<file path="src/hdl/keyframe_vec3_lerp_sampler_assert.svh">
`ifndef KEYFRAME_VEC3_LERP_SAMPLER_ASSERT_SVH
`define KEYFRAME_VEC3_LERP_SAMPLER_ASSERT_SVH
`ifndef SYNTH
`define KVLS_ASSERT(lbl, prop, msg) \
  lbl: assert property (@(posedge clk) disable iff (rst) prop) else $error(msg);
`define KVLS_ASSERT_RST(lbl, prop, msg) \
  lbl: assert property (@(posedge clk) prop) else $error(msg);
`else
`define KVLS_ASSERT(lbl, prop, msg)
`define KVLS_ASSERT_RST(lbl, prop, msg)
`endif
`endif

</file>
<file path="src/hdl/kvls_pkg.sv">
package kvls_pkg;

  localparam int MAX_KEYS_DEF = 64;
  localparam int FIFO_DEPTH   = 4;
  localparam int FIFO_PTR_W   = 2;
  localparam int FIFO_CNT_W   = 3;
  localparam int FRAC_W       = 17;
  localparam int DIV_CNT_W    = 5;

  localparam logic OP_WRITE = 1'b0;
  localparam logic OP_QUERY = 1'b1;

  typedef struct packed {
    logic              op;
    logic [5:0]        key_index;
    logic [31:0]       time_val;
    logic [2:0][31:0]  v;
  } cmd_t;

  typedef struct packed {
    logic [31:0]       time_val;
    logic [2:0][31:0]  v;
  } kv_t;

  typedef struct packed {
    logic full;
    logic empty;
  } fifo_stat_t;

endpackage

</file>
<file path="src/hdl/kvls_fifo.sv">
module kvls_fifo (
  input  logic                clk,
  input  logic                rst,
  input  logic                push,
  input  kvls_pkg::cmd_t      push_data,
  input  logic                pop,
  output kvls_pkg::cmd_t      pop_data,
  output kvls_pkg::fifo_stat_t stat
);

  kvls_pkg::cmd_t                       q [kvls_pkg::FIFO_DEPTH];
  logic [kvls_pkg::FIFO_PTR_W-1:0]      wptr;
  logic [kvls_pkg::FIFO_PTR_W-1:0]      rptr;
  logic [kvls_pkg::FIFO_CNT_W-1:0]      count;

  assign pop_data   = q[rptr];
  assign stat.full  = (count == kvls_pkg::FIFO_CNT_W'(kvls_pkg::FIFO_DEPTH));
  assign stat.empty = (count == '0);

  always_ff @(posedge clk) begin
    if (rst) begin
      wptr  <= '0;
      rptr  <= '0;
      count <= '0;
    end else begin
      if (push) begin
        wptr <= wptr + 1'b1;
      end
      if (pop) begin
        rptr <= rptr + 1'b1;
      end
      if (push && !pop) begin
        count <= count + 1'b1;
      end else if (pop && !push) begin
        count <= count - 1'b1;
      end
    end
  end

  always_ff @(posedge clk) begin
    if (push) begin
      q[wptr] <= push_data;
    end
  end

endmodule

</file>
<file path="config.mk">
export PLATFORM = sky130hd
export DESIGN_NAME = kvls_fifo
export DESIGN_NICKNAME = d
export VERILOG_FILES = /design/src/hdl/keyframe_vec3_lerp_sampler_assert.svh /design/src/hdl/kvls_pkg.sv /design/src/hdl/kvls_fifo.sv
export SDC_FILE = /design/constraint.sdc
export NUM_CORES = 1
export LEC_CHECK = 0
export ABC_CLOCK_PERIOD_IN_PS = 8660
export BUFFER_PORTS_ARGS = -buffer_cell sky130_fd_sc_hd__buf_2
export CAP_MARGIN = 0
export CORE_UTILIZATION = 35
export DETAILED_ROUTE_END_ITERATION = 8
export HOLD_SLACK_MARGIN = 0.12
export PLACE_DENSITY = 0.63
export SLEW_MARGIN = 10
export SYNTH_ARGS = -nofsm -noshare
export SYNTH_HDL_FRONTEND = slang
export SYNTH_SLANG_ARGS = --single-unit
</file>
<file path="constraint.sdc">
create_clock -name clk -period 8.66 [get_ports clk]
set_clock_uncertainty 0.1 [all_clocks]
set_input_delay 0.866 -clock clk [delete_from_list [all_inputs] [get_ports clk]]
set_output_delay 0.866 -clock clk [all_outputs]
set_load 0.01 [all_outputs]
</file>
* Yosys cells after proc, flatten, opt, wreduce, memory -nomap -nowiden
Memories as Yosys holds them, arrays and structs flattened. A register that Yosys moved wholly into a read port is not among the register bits. Cells that the tools add are included.
Storage, ports and cells: flip-flop bits (word level) 7, latch bits 0, memory bits (writable) 540, ROM bits 0, input bits 139, output and inout port bits 137, logic and storage cells 21, memories 1
Memories:
- q | depth 4, bits a word 135, rd ports 1, clocked after Yosys merged registers in 1, write ports 1, line kvls_fifo.sv:11 | kvls_pkg::cmd_t q [kvls_pkg::FIFO_DEPTH];
Cells by class: add/sub/neg operators 4, $mul 0, divide/modulo/power cells 0, $lt $le $gt $ge 0, equality and inequality tests 1, shift-type cells 0, multiplexer cells 6, bitwise gates (word level) 0, reductions and logical operators 6
Operators by type and width (number):
- 3-bit 2-to-1 mux | 2
- 2-bit by 1-bit adder with 2-bit output (second input constant) | 2
- 2-bit 2-to-1 mux | 2
- 3-bit by 1-bit adder with 3-bit output (second input constant) | 1
- 3-bit equality test (second input constant) | 1
- 3-bit zero test | 1
- 3-bit by 1-bit subtractor with 3-bit output (second input constant) | 1
- 1-bit logical AND | 2
- 1-bit zero test | 2
- 1-bit 2-to-1 mux | 2
- 2-bit nonzero test | 1

* Depth between registers and ports, before layout
depth in word-level cells 4, depth in mapped cells 7, gate-level depth less buffers 7

* Worst setup path after synthesis
Ideal clock, no wire load.
path kind input to register, start point input port push, end point memory q[0][0] (netlist name), enable pin, library setup time 0.510 ns, arrival 3.955 ns, data required time 8.050 ns, path slack 4.095 ns, cell stages on the path 1, buffers on the path 0, path through and2_1
On the way: longest elaborated chain between the ends 2
Ends and longest elaborated chain:
- from (decl) | line kvls_fifo.sv:4 | input logic push,
- 1-bit 2-to-1 mux | line kvls_fifo.sv:41 | if (push) begin
- 1-bit 2-to-1 mux (implied by the code) | line kvls_fifo.sv:42 | q[wptr] <= push_data;
- to (decl) | line kvls_fifo.sv:11
Every way passes these cells.

==> results_tabular.tex <==
\begin{tabular}{lr}
\hline
Metric & Value \\
\hline
\multicolumn{2}{l}{\textbf{Timing}} \\
\quad Total count of hold-check failures in the final report & 0 \\
\quad Setup repair after global routing missed its margin & no \\
\quad Fin worst setup slack & 4.73 ns \\
\quad Count of endpoints failing setup in the final report & 0 \\
\quad Normalized max-slew margin & a little under two fifths \\
\quad Final setup TNS & 0 ns \\
\quad Post-layout min period & slightly below 4 ns \\
\quad Highest clock frequency the design can meet & 254 MHz \\
\quad Number of pins exceeding their max-slew limit in the final report & 0 \\
\quad Slew @ Worst Pin & 0.948 ns \\
\quad Fin crit share & $\sim$45\% \\
\multicolumn{2}{l}{\textbf{Setup path}} \\
\quad Termination of the worst setup path & pop\_data[81] \\
\quad Setup slack of the most critical reg-to-reg path & roughly 6.2 ns \\
\quad Category of the most critical setup path & register to output pin \\
\quad Cell count along the critical path & 3 \\
\quad Delay of the slowest cell on the worst path & roughly 0.92 ns \\
\quad Endpoint required time on the critical path & $\sim$7.7 ns \\
\quad RR Startpoint & wptr[0] \\
\quad Critical-path maximum fanout & between 40 and 50 \\
\quad Cell type group with the largest total delay on the critical path & flip-flops \\
\quad Reg2reg path depth & 4 \\
\quad Type of element launching the critical path & register \\
\quad Chain of cells forming the critical path & buf\_4, mux4\_2, buf\_2 \\
\quad Arrival @ worst endpoint & approximately 3.0 ns \\
\quad Total buffers and inverters traversed by the critical path & 2 \\
\quad Critical Path Slowest Stage Cell & sky130\_fd\_sc\_hd\_\_dfxtp\_4 \\
\quad Critical Path Sink Type & output pin \\
\quad Reg2reg end & q[2][131] \\
\multicolumn{2}{l}{\textbf{Synthesis}} \\
\quad Number of flip-flops and latches in the synthesized netlist & 549 \\
\quad Part of the Yosys area used for sequential elements & 82.5\% \\
\quad Dominant cells by area after synthesis & sky130\_fd\_sc\_hd\_\_edfxtp\_1 (82\%), sky130\_fd\_sc\_hd\_\_mux4\_2 (15\%), sky130\_fd\_sc\_hd\_\_dfxtp\_1 (0.91\%), sky130\_fd\_sc\_hd\_\_buf\_6 (0.40\%), sky130\_fd\_sc\_hd\_\_buf\_2 (0.38\%) \\
\quad Distinct cells, synth & 21 \\
\quad Synthesized netlist net count & between 800 and 900 \\
\quad Area of the mapped netlist & 0.0199 mm² \\
\quad Mapped Cells & approximately 750 \\
\quad Synthesis Warnings & 0 \\
\quad Top cell type by total area after synthesis & sky130\_fd\_sc\_hd\_\_edfxtp\_1 \\
\quad Mean instance size in the synthesized netlist & between 20 and 30 µm² \\
\quad Fraction of synthesized cell area taken by the top area cell type & 81.6\% \\
\multicolumn{2}{l}{\textbf{Floorplan}} \\
\quad Initial Utilization & a little over a third \\
\quad Horizontal die dimension & 240 µm \\
\quad Die area & $\sim$0.058 mm² \\
\quad Placeable core region & 0.0556 mm² \\
\quad I/O pin total & between 200 and 300 \\
\quad Vertical die dimension & between 200 and 250 µm \\
\quad Number of rows created at floorplan & 86 \\
\multicolumn{2}{l}{\textbf{Place}} \\
\quad Weighted congestion at the end of routability-driven global placement & 0.678 \\
\quad Post-place setup slack & 5.23 ns \\
\quad Post-detail-place hpwl & between 20000 and 25000 µm \\
\quad Port Buffers & around 280 \\
\quad Inst Count DP & 1753 \\
\multicolumn{2}{l}{\textbf{Drt}} \\
\quad Antenna Nets Post-Route & 0 \\
\quad Router iterations before antenna repair & 6 \\
\quad Vias & 8838 \\
\quad Post-detailed-route wirelength per cell & between 20 and 25 µm \\
\quad Count of unresolved DRC violations after routing & 0 \\
\quad 1st-iter DRT viols & around 440 \\
\quad Routed wire length & 38200 µm \\
\quad Via density per instance & 4.76 \\
\multicolumn{2}{l}{\textbf{Clock tree}} \\
\quad H-tree levels & 2 \\
\quad CTS Hold Buffers Added & 0 \\
\quad Number of sinks driven by the clock tree & 549 \\
\quad Clock latency on the worst-skew pair & 0.59 ns \\
\quad TritonCTS clock tree & done \\
\quad Clock buffers created by TritonCTS & 55 \\
\quad Clock root buffer master & sky130\_fd\_sc\_hd\_\_clkbuf\_16 \\
\quad Clock transition at the registers of the reported paths & 0.06 ns \\
\quad Post-cts gate resize count & 0 \\
\quad Max Root-Sink Buffers & 3 \\
\quad Setup bufs post-CTS & 0 \\
\multicolumn{2}{l}{\textbf{GRT}} \\
\quad Global route overflow & 0 \\
\quad Global router's overall resource usage & a little over an eighth \\
\quad Via count of the first global-routing pass & 9558 \\
\quad Number of antenna violations at the first check in global routing & 4 \\
\quad Pin count of the biggest net entering global routing & just over 70 \\
\quad First-pass GRT wire length & roughly 57000 µm \\
\multicolumn{2}{l}{\textbf{Power and ir drop}} \\
\quad Peak supply drop & approximately 0.17 mV \\
\quad Standby leakage power & about 7.9 nW \\
\quad Total power density per cell area & $\sim$250 mW/mm² \\
\multicolumn{2}{l}{\textbf{Final layout}} \\
\quad Fin cells & 1857 \\
\quad Area Growth Syn to Fin & 20.5\% \\
\quad Final net count & $\sim$1200 \\
\quad Fraction of layout cells with a size suffix above 1 & a little under half \\
\quad Number of fillers in the final layout & about 4800 \\
\quad End-of-flow core utilization & around 43\% \\
\multicolumn{2}{l}{\textbf{Status}} \\
\quad Outcome & complete, no violations \\
\multicolumn{2}{l}{\textbf{Job}} \\
\quad Maximum Capacitance Violations & 0 \\
\multicolumn{2}{l}{\textbf{Min path}} \\
\quad Min-Delay Path Class & input pin to register \\
\hline
\end{tabular}
==> metrics by stage <==
step | hold WS (ns) | power, mW | instance area (µm²)
floorplan | 0.366 | 3.47 | 19900
global placement | 0.385 | 3.69 | 22100
detailed placement | 0.402 | 3.70 | 22100
CTS | 0.331 | 6.09 | 23900
global route | 0.349 | 6.23 | 23900
finish | 0.383 | 6.00 | 23900
==> worst min-delay path by stage <==
stage / depth (start not counted) / slack, ns / end / start
after global placement: 2 / 0.39 / count[2] / count[2]
final: 1 / 0.38 / q[1][133] / push_data[133]
after global routing: 1 / 0.35 / q[2][4] / push_data[4]
after CTS: 1 / 0.33 / q[3][8] / push_data[8]
after detailed placement: 2 / 0.40 / count[2] / count[2]
after floorplan: 2 / 0.37 / count[2] / count[2]
==> power breakdown <==
group / internal [mW] / switching [mW]
Clock: 1.42 / 0.956
Sequential: 3.06 / 0.0434
Combinational: 0.243 / 0.288
==> state kept, by name, summed over array words and instances, names as in the netlist, named ones only <==
name / cells
q: 540
wptr: 2
rptr: 2
count: 3
==> worst register-to-register path: stages (launching register included) <==
cell and delay, ns:
sky130_fd_sc_hd__dfxtp_1 0.35, sky130_fd_sc_hd__inv_1 0.10, sky130_fd_sc_hd__ha_1 0.15, sky130_fd_sc_hd__and2_4 0.47, sky130_fd_sc_hd__buf_4 0.80
==> layer usage <==
metal,GRT usage (%),vias up,share of wire [%]
li1,-,3880,-
met5,0,-,0.12
met4,4.32,8,2.0
met1,16.2,4663,40
met2,22.1,231,50
met3,4.40,56,7.5
==> layout by cell type, fill, tap and decap left out, types with 2 or more instances in the layout <==
master,n
sky130_fd_sc_hd__edfxtp_1,540
sky130_fd_sc_hd__buf_2,275
sky130_fd_sc_hd__mux4_2,135
sky130_fd_sc_hd__clkbuf_16,56
sky130_fd_sc_hd__clkinv_1,15
sky130_fd_sc_hd__clkbuf_1,11
sky130_fd_sc_hd__buf_4,11
sky130_fd_sc_hd__bufinv_16,8
sky130_fd_sc_hd__clkinv_2,8
sky130_fd_sc_hd__nor2_1,7
sky130_fd_sc_hd__dfxtp_1,7
sky130_fd_sc_hd__ha_1,5
sky130_fd_sc_hd__inv_1,4
sky130_fd_sc_hd__and2_4,4
sky130_fd_sc_hd__xor2_1,3
sky130_fd_sc_hd__clkinvlp_4,3
sky130_fd_sc_hd__xnor2_1,2
sky130_fd_sc_hd__mux2i_1,2
sky130_fd_sc_hd__dfxtp_4,2
==> kinds of logic after synthesis <==
group                      share of synthesized area [%]
and+or+nand+nor                                    0.371
DFF                                                 82.5
xor gates and xnor gates                           0.220
buffers and inverters                               1.06
AOI/OAI and AO/OA                                 0.0503
muxes                                               15.4
adders and majority gates                          0.415
==> synth_stat cells <==
cell                       count
sky130_fd_sc_hd__nor3_1        1
sky130_fd_sc_hd__and2_1        4
sky130_fd_sc_hd__edfxtp_1    540
sky130_fd_sc_hd__inv_1         4
sky130_fd_sc_hd__nor3b_1       1
sky130_fd_sc_hd__mux2i_1       2
sky130_fd_sc_hd__mux4_2      135
sky130_fd_sc_hd__xor2_1        3
sky130_fd_sc_hd__fa_1          1
sky130_fd_sc_hd__buf_6         7
sky130_fd_sc_hd__nor2_1        7
sky130_fd_sc_hd__xnor2_1       2
sky130_fd_sc_hd__buf_2        15
sky130_fd_sc_hd__ha_1          5
sky130_fd_sc_hd__nand2_1       1
sky130_fd_sc_hd__dfxtp_1       9
sky130_fd_sc_hd__o21ai_0       1
sky130_fd_sc_hd__a21oi_1       1
sky130_fd_sc_hd__or3_1         1
sky130_fd_sc_hd__clkbuf_1      7
sky130_fd_sc_hd__buf_4         2
==> cell type report <==
class                   instances  area [µm²]  area share (%)
clock buffers                  67        1440            6.03
flip-flops and latches        549       16400            68.5
diodes                          1        2.50          0.0105
well taps                     748         936            3.91
repair buffers                287        1480            6.18
clock inverters                36         384            1.60
multi-input cells             165        3280            13.7
inverters                       4        15.0          0.0627
Power figures use the tool's default switching activity.
