## config.mk

```make
export PLATFORM = sky130hd
export DESIGN_NAME = kvls_front
export DESIGN_NICKNAME = d
export VERILOG_FILES = /design/src/hdl/keyframe_vec3_lerp_sampler_assert.svh /design/src/hdl/kvls_pkg.sv /design/src/hdl/kvls_front.sv
export SDC_FILE = /design/constraint.sdc
export NUM_CORES = 1
export LEC_CHECK = 0
export CORE_AREA = 2 2 119 121
export CTS_CLUSTER_SIZE = 30
export DETAILED_ROUTE_END_ITERATION = 7
export DIE_AREA = 0 0 121 123
export DONT_BUFFER_PORTS = 1
export PLACE_DENSITY = 0.53
export SLEW_MARGIN = 20
export SYNTH_ARGS = -nofsm -noshare
export SYNTH_HDL_FRONTEND = slang
export SYNTH_SLANG_ARGS = --single-unit
export TNS_END_PERCENT = 1
```

## constraint.sdc

```tcl
create_clock -name clk -period 4.5 [get_ports clk]
set_clock_uncertainty 0.15 [all_clocks]
set_input_delay 0.675 -clock clk [delete_from_list [all_inputs] [get_ports clk]]
set_output_delay 0.675 -clock clk [all_outputs]
set_load 0.01 [all_outputs]
```

## src/hdl/keyframe_vec3_lerp_sampler_assert.svh

```systemverilog
`ifndef KEYFRAME_VEC3_LERP_SAMPLER_ASSERT_SVH
`define KEYFRAME_VEC3_LERP_SAMPLER_ASSERT_SVH
`ifndef SYNTH
`define KVLS_ASSERT(lbl, prop, msg) \
  lbl: assert property (@(posedge clk) disable iff (rst) prop) else $error(msg);
`define KVLS_ASSERT_RST(lbl, prop, msg) \
  lbl: assert property (@(posedge clk) prop) else $error(msg);
`else
`define KVLS_ASSERT(lbl, prop, msg)
`define KVLS_ASSERT_RST(lbl, prop, msg)
`endif
`endif

```

## src/hdl/kvls_pkg.sv

```systemverilog
package kvls_pkg;

  localparam int MAX_KEYS_DEF = 64;
  localparam int FIFO_DEPTH   = 4;
  localparam int FIFO_PTR_W   = 2;
  localparam int FIFO_CNT_W   = 3;
  localparam int FRAC_W       = 17;
  localparam int DIV_CNT_W    = 5;

  localparam logic OP_WRITE = 1'b0;
  localparam logic OP_QUERY = 1'b1;

  typedef struct packed {
    logic              op;
    logic [5:0]        key_index;
    logic [31:0]       time_val;
    logic [2:0][31:0]  v;
  } cmd_t;

  typedef struct packed {
    logic [31:0]       time_val;
    logic [2:0][31:0]  v;
  } kv_t;

  typedef struct packed {
    logic full;
    logic empty;
  } fifo_stat_t;

endpackage

```

## src/hdl/kvls_front.sv

```systemverilog
module kvls_front #(
  parameter int MAX_KEYS = kvls_pkg::MAX_KEYS_DEF
) (
  input  logic                 clk,
  input  logic                 rst,
  input  logic                 in_valid,
  output logic                 in_ready,
  input  logic                 func,
  input  logic [5:0]           key_index,
  input  logic [31:0]          key_time,
  input  logic signed [31:0]   key_x,
  input  logic signed [31:0]   key_y,
  input  logic signed [31:0]   key_z,
  input  logic [31:0]          sample_time,
  input  kvls_pkg::fifo_stat_t stat,
  output logic                 push,
  output kvls_pkg::cmd_t       push_data
);

  logic           fr_valid;
  kvls_pkg::cmd_t fr_data;
  kvls_pkg::cmd_t cls;
  logic           keep;

  // writes past the table are dropped here
  always_comb begin
    cls.op        = func;
    cls.key_index = key_index;
    cls.time_val  = (func == kvls_pkg::OP_QUERY) ? sample_time : key_time;
    cls.v         = {key_z, key_y, key_x};
    keep          = (func == kvls_pkg::OP_QUERY) || (32'(key_index) < MAX_KEYS);
  end

  assign push      = fr_valid && !stat.full;
  assign in_ready  = !fr_valid || !stat.full;
  assign push_data = fr_data;

  always_ff @(posedge clk) begin
    if (rst) begin
      fr_valid <= 1'b0;
    end else if (in_valid && in_ready) begin
      fr_valid <= keep;
    end else if (push) begin
      fr_valid <= 1'b0;
    end
  end

  always_ff @(posedge clk) begin
    if (in_valid && in_ready) begin
      fr_data <= cls;
    end
  end

endmodule

```

== Word-level counts from Yosys, hierarchy flattened ==
Cells that the tools add are included.
Storage, ports and cells
  bits in registers: 136
  bits of input ports: 172
  output and inout bits: 137
Cells by class
  muxes and demuxes: 3
  reductions and logical operators: 6
Operator list (count)
  $mux W32: 1
  $logic_and A1 B1 Y1: 2
  $logic_not A1 Y1: 2
  $mux W1: 2
  $reduce_bool A2 Y1: 1
  $logic_or A1 B1 Y1: 1

== Depth between registers and ports, before layout ==
Gate-level depths: netlist of the first run.
  depth after elaboration: 4
  mapped depth: 3
  gate-level depth less buffers: 2

== Worst setup path before layout of the first run ==
No wires, ideal clock.
  path kind: input-to-reg
  from: input port stat[1] (netlist name)
  to: register fr_data (netlist bit push_data[0]) (enable)
  library setup time: 0.511 ns
  arrival: 3.929 ns
  data required time: 3.839 ns
  setup slack: -0.090 ns
  cell stages on the path: 2
  path buffers: 0
  cells stage by stage: nand2_1 -> and2_1
Between the ends
  longest elaborated chain between the ends: 3
RTL lines
  start, declared: RTL line kvls_front.sv:15  | input kvls_pkg::fifo_stat_t stat,
  $logic_not A1 Y1: RTL line kvls_front.sv:35  | assign in_ready = !fr_valid || !stat.full;
  $logic_or A1 B1 Y1: RTL line kvls_front.sv:35
  $logic_and A1 B1 Y1: RTL line kvls_front.sv:49  | if (in_valid && in_ready) begin
  end signal, assigned: RTL line kvls_front.sv:50  | fr_data <= cls;
  end, declared: RTL line kvls_front.sv:21  | kvls_pkg::cmd_t fr_data;
Every way passes these cells.
A chain may end at the register's enable or synchronous reset.

== Worst setup path in the final report of the first run ==
  from: register fr_valid
  to: register fr_data (netlist bit push_data[54]) (enable)
Between the ends
  longest elaborated chain between the ends: 3
RTL lines
  start, declared: RTL line kvls_front.sv:20  | logic fr_valid;
  start signal, assigned: RTL line kvls_front.sv:42  | fr_valid <= keep;
  $logic_not A1 Y1: RTL line kvls_front.sv:35
  $logic_or A1 B1 Y1: RTL line kvls_front.sv:35
  net in_ready: RTL line kvls_front.sv:7  | output logic in_ready,
  $logic_and A1 B1 Y1: RTL line kvls_front.sv:49
The timed path passes the listed nets, and every way through them passes these cells.

==> reports/qor.csv, run 1 <==
stage,metric,value,unit
drt,viasPerCell,4.630,
clocking,postCtsSetupBuffers,0,
power,p_leak,1.869,nW
cells_and_area,area_growth,16.76,%
critical_path,cp_max_fo,71,
logic_synthesis,synth_ff_type,edfxtp_1,
clocking,cts.sinks,136,
logic_synthesis,synthMuxAreaShare,10.19,%
cells_and_area,fin_nets,365,
die,dieWidth,121,µm
logic_synthesis,yosys_warnings,0,
place,io_buffers,0,
worst_hold_path,hold_path_class,in2reg,
die,dieArea,14880,µm²
clocking,ctsResizeCount,0,
logic_synthesis,synth-edff-count,135,
logic_synthesis,syn_inst,177,
die,coreArea,13610,µm²
timing,final.setup.tns,0,ns
die,initial_core_util,34.11,%
timing,timing.final.ws_setup,2.344,ns
critical_path,rrSetupSlack,2.34,ns
drt,drc_errors,0,
grt,grt_pass1_vias,1699,
grt,grt_start_max_net_pins,72,
place,dpl_worst_slack,1.997,ns
worst_hold_path,whs_path_depth,1,
timing,setup_viol,0,
critical_path,start_kind,flop,
logic_synthesis,synth_top_cell_by_area,edfxtp_1,
timing,min_period,2.156,ns
grt,antenna_found_initial,0,
worst_hold_path,holdCritStartpoint,rst,
drt,vias,1787,
cells_and_area,fillers,1200,
critical_path,crit_path_start,fr_valid,
clocking,clock_latency,0.41,ns
status,outcome,"finished, final reports clean",
cells_and_area,n_antenna_cell,0,
drt,totalWireLength,9140,µm
logic_synthesis,synth_most_common_cell,edfxtp_1,
logic_synthesis,ys_types,11,
clocking,cts_made_buffers,17,
die,num_io_pins,309,
grt,track_usage,11.30,%
drt,antenna_left,0,
logic_synthesis,synth_top_family_by_area,multiplexers,
place,dp_cells,354,
power,vdd_drop_max,0.2196,mV
logic_synthesis,synthArstFlopShare,0,%
logic_synthesis,synth_top_area_share,87.31,%
critical_path,rr_worst_depth,3,
clocking,clkTransAtPathRegs,0.06,ns
drt,dr.first_iter.drc_count,118,
die,rows,43,
logic_synthesis,synth_area,4643,µm²
job,cap_viol_max_count,0,
cells_and_area,fin_area,5421,µm²
critical_path,path_class,reg2reg,
cells_and_area,fin_cells,386,
drt,drt-wirelength-per-cell,23.68,µm
grt,overflow,0,
place,dpl_cell_area,4820,µm²
logic_synthesis,synth-adder-area-share,0,%
logic_synthesis,synthTopCellsByArea,"edfxtp_1, mux2_4, buf_12",
grt,grt_pass1_wl,11390,µm
cells_and_area,multiInputGateArea,500.5,µm²
cells_and_area,seqCellArea,4074,µm²
logic_synthesis,yosys-top-cells-count,"edfxtp_1, mux2_4, buf_12",
timing,finalHoldViolations,0,
timing,relSlewSlack,45.68,%
timing,tightest_slew,0.8147,ns
timing,rsz0062_at_grt,false,
drt,dr.pass1.iters,4,
critical_path,reg2reg_from,fr_valid,
logic_synthesis,syn_avg_cell_area,26.23,µm²
logic_synthesis,ys_seq_elements,136,
critical_path,r2r_end,push_data[54],
cells_and_area,layout-drive-gt1-share,31.55,%
logic_synthesis,synth-simple-area-share,0.4312,%
die,die_h,123,µm
power,cellPowerDensity,561.1,nW/µm²
critical_path,crit_required,4.41,ns
critical_path,crit_path_end_kind,flop,
clocking,cts_buffer_depth,2,
logic_synthesis,synth_compound_area_share,0.1078,%
timing,hold_ws,0.1789,ns
worst_hold_path,hold_end,fr_valid,
timing,fmax,463.8,MHz
timing,drv_slew,0,
clocking,ctsRootBufferMaster,clkbuf_16,
clocking,cts_tree,built,
clocking,ctsHtreeMaxLevel,4,
logic_synthesis,synth_nets,349,
timing,period_share,47.91,%
critical_path,cp.arrival,2.07,ns
clocking,cts_hold_buf,0,
logic_synthesis,yosysSeqAreaShare,87.74,%
logic_synthesis,yosys.area_share.xor_xnor,0,%
place,gp_congestion,0.6816,
how the worst max path moves through the flow:
stage                      to  slack (ns)  cells after the start
2_1_floorplan    push_data[0]        1.42                      2
3_3_place_gp   push_data[111]        2.04                      3
3_5_place_dp   push_data[107]        2.00                      3
4_1_cts        push_data[129]        2.35                      3
5_1_grt         push_data[64]        2.22                      3
6_report        push_data[54]        2.34                      3
registers in the layout, indices dropped and copies added (netlist names):
| register | cells |
|---|---|
| fr_valid | 1 |
| push_data | 135 |
critical path: stages, from the launching register on:
cell     delay, ns
dfxtp_1       0.31
nand2_1       0.13
and2_4        0.69
buf_12        0.39
routing by layer:
metal | track usage [%] | share of wire, %
met1 | 11.70 | 36
met2 | 17.59 | 50
met3 | 6.596 | 11
met4 | 7.122 | 2.7
met5 | 0 | 0
final cells by class:
| class | count | share of cell area (%) |
|---|---|---|
| sequential | 136 | 75.14 |
| clock inverter | 14 | 3.185 |
| clock buffer | 18 | 7.916 |
| tap | 180 | 4.154 |
| multi-input combinational | 37 | 9.231 |
| timing repair buffer | 1 | 0.3693 |
cells in the final DEF, fill, tap and decap left out:
cell / Yosys / layout
clkinv_2: 0 / 2
a21oi_1: 1 / 1
inv_6: 0 / 3
buf_12: 3 / 1
dfxtp_1: 1 / 1
bufinv_16: 0 / 3
clkbuf_16: 0 / 17
nor2_1: 1 / 1
clkinvlp_4: 0 / 5
nor2b_1: 1 / 1
mux2_2: 2 / 2
clkinv_4: 0 / 1
edfxtp_1: 135 / 135
mux2_4: 30 / 30
nand2_1: 1 / 1
clkbuf_1: 0 / 1
and2_4: 0 / 1
report_power, final:
part	switching, W	internal, W	total (W)
combinational	0.0000362	0.0000368	0.0000730
clock	0.000527	0.000874	0.00140
sequential	0.0000727	0.00149	0.00157
total	0.000636	0.00241	0.00304
cell families after synthesis:
group	count (synthesis)
DFF	136
muxes	32
and+or+nand+nor	4
buffers and inverters	4
AOI/OAI and AO/OA	1
stage by stage:
| stage | power, W | utilization (%) |
|---|---|---|
| after floorplan | 0.001652 | - |
| after global placement | 0.001668 | 35.41 |
| after detailed placement | 0.001670 | 35.41 |
| after CTS | 0.003085 | 39.83 |
| after global routing | 0.003147 | 39.83 |
| final | 0.003042 | 39.83 |
Power figures use the tool's default switching activity.
==> run 2: changes to the inputs <==
PLACE_DENSITY = 0.51   (was 0.53)
clock period = 2.01 ns   (was 4.5 ns; I/O delays follow)
==> run 2 against run 1 <==
Net effect:
- the run now fails in clock tree synthesis
- synthesized cell count did not move
- area after synthesis did not move
==> reports/qor.csv, run 2 <==
stage,metric,value,unit,change
clocking,ctsResizeCount,0,,unchanged
logic_synthesis,synth_most_common_cell,edfxtp_1,,
logic_synthesis,ys_types,11,,unchanged
logic_synthesis,yosysSeqAreaShare,87.74,%,unchanged
logic_synthesis,ys_seq_elements,136,,unchanged
logic_synthesis,yosys-top-cells-count,"edfxtp_1, mux2_4, buf_12",,
clocking,ctsRootBufferMaster,clkbuf_16,,
logic_synthesis,syn_avg_cell_area,26.23,µm²,unchanged
logic_synthesis,synth-adder-area-share,0,%,unchanged
die,dieWidth,121,µm,unchanged
logic_synthesis,synth_compound_area_share,0.1078,%,unchanged
place,dp_hpwl,7414,µm,
logic_synthesis,synthTopCellsByArea,"edfxtp_1, mux2_4, buf_12",,
logic_synthesis,synth_nets,349,,unchanged
clocking,cts_hold_buf,101,,+101
logic_synthesis,synth_ff_type,edfxtp_1,,
clocking,ctsHtreeMaxLevel,4,,unchanged
logic_synthesis,synth-simple-area-share,0.4312,%,unchanged
clocking,cts.sinks,136,,unchanged
logic_synthesis,synthMuxAreaShare,10.19,%,unchanged
status,tool.error,[ERROR RSZ-0060] Max buffer count reached.,,
logic_synthesis,synth_top_cell_by_area,edfxtp_1,,
logic_synthesis,synth_top_area_share,87.31,%,unchanged
die,num_io_pins,309,,unchanged
place,io_buffers,0,,unchanged
status,outcome,aborted with a tool error,,
logic_synthesis,syn_inst,177,,unchanged
logic_synthesis,synth_top_family_by_area,multiplexers,,
status,haltStage,clock tree synthesis,,
die,rows,43,,unchanged
logic_synthesis,yosys.area_share.xor_xnor,0,%,unchanged
logic_synthesis,yosys_warnings,0,,unchanged
die,initial_core_util,34.11,%,unchanged
logic_synthesis,synth-edff-count,135,,unchanged
place,gp_congestion,0.7296,,+7.0%
clocking,postCtsSetupBuffers,0,,unchanged
clocking,cts_buffer_depth,2,,unchanged
logic_synthesis,synth_area,4643,µm²,unchanged
die,die_h,123,µm,unchanged
logic_synthesis,synthArstFlopShare,0,%,unchanged
clocking,cts_made_buffers,17,,unchanged
run 2: cell counts after synthesis:
Identical to the previous run, type by type.
run 2: kinds of logic after synthesis:
group	after synthesis
buffers and inverters	4
DFF	136
and+or+nand+nor	4
AOI/OAI and AO/OA	1
muxes	32
run 2: metrics by stage:
| stage | cells | setup slack (ns) | utilization [%] | area [µm²] | hold slack, ns |
|---|---|---|---|---|---|
| detailed placement | 356 | 0.3694 | 35.61 | 4847 | 0.2258 |
| global placement | 356 | 0.4097 | 35.61 | 4847 | 0.2291 |
| floorplan | 177 | 0.01007 | - | 4646 | 0.2239 |
==> run 3: changes to the inputs <==
CTS_CLUSTER_SIZE = not set   (was 30)
PLACE_DENSITY = not set   (was 0.51)
PLACE_DENSITY_LB_ADDON = 0.15   (was not set)
==> run 3 against run 2 <==
Net effect:
- the flow again stops in clock tree synthesis
- area after synthesis is the same
- synthesized cell count is the same
==> reports/qor.csv, run 3 <==
stage,metric,value,unit,change
logic_synthesis,synth_nets,349,,unchanged
logic_synthesis,synth_top_cell_by_area,edfxtp_1,,
logic_synthesis,ys_seq_elements,136,,unchanged
logic_synthesis,ys_types,11,,unchanged
logic_synthesis,synthArstFlopShare,0,%,unchanged
clocking,cts_buffer_depth,2,,unchanged
logic_synthesis,syn_avg_cell_area,26.23,µm²,unchanged
die,dieWidth,121,µm,unchanged
die,die_h,123,µm,unchanged
status,outcome,aborted with a tool error,,
clocking,cts_hold_buf,101,,unchanged
place,io_buffers,0,,unchanged
clocking,ctsResizeCount,0,,unchanged
clocking,postCtsSetupBuffers,0,,unchanged
logic_synthesis,syn_inst,177,,unchanged
logic_synthesis,synthTopCellsByArea,"edfxtp_1, mux2_4, buf_12",,
clocking,ctsHtreeMaxLevel,4,,unchanged
clocking,cts.sinks,136,,unchanged
logic_synthesis,yosys_warnings,0,,unchanged
clocking,cts_made_buffers,17,,unchanged
status,haltStage,clock tree synthesis,,
die,initial_core_util,34.11,%,unchanged
logic_synthesis,yosys-top-cells-count,"edfxtp_1, mux2_4, buf_12",,
logic_synthesis,synth-edff-count,135,,unchanged
logic_synthesis,synth_top_area_share,87.31,%,unchanged
logic_synthesis,synth_ff_type,edfxtp_1,,
die,rows,43,,unchanged
logic_synthesis,yosysSeqAreaShare,87.74,%,unchanged
place,dp_hpwl,7317,µm,-1.3%
die,num_io_pins,309,,unchanged
place,gp_congestion,0.6780,,-7.1%
clocking,ctsRootBufferMaster,clkbuf_16,,
status,tool.error,[ERROR RSZ-0060] Max buffer count reached.,,
logic_synthesis,synth_area,4643,µm²,unchanged
logic_synthesis,synth_most_common_cell,edfxtp_1,,
## run 3: logic make-up after synthesis
family	Yosys count	synth area share (%)
AO/OA/AOI/OAI	1	0.1077
buffers and inverters	4	1.536
AND/OR/NAND/NOR	4	0.4312
multiplexers	32	10.19
flip-flops	136	87.74
## run 3: stage by stage
stage / area [µm²] / utilization (%) / std cells / hold slack [ns] / setup WS, ns
detailed placement: 4840 / 35.55 / 355 / 0.2314 / 0.4715
global placement: 4840 / 35.55 / 355 / 0.2305 / 0.5188
floorplan: 4646 / - / 177 / 0.2239 / 0.01007
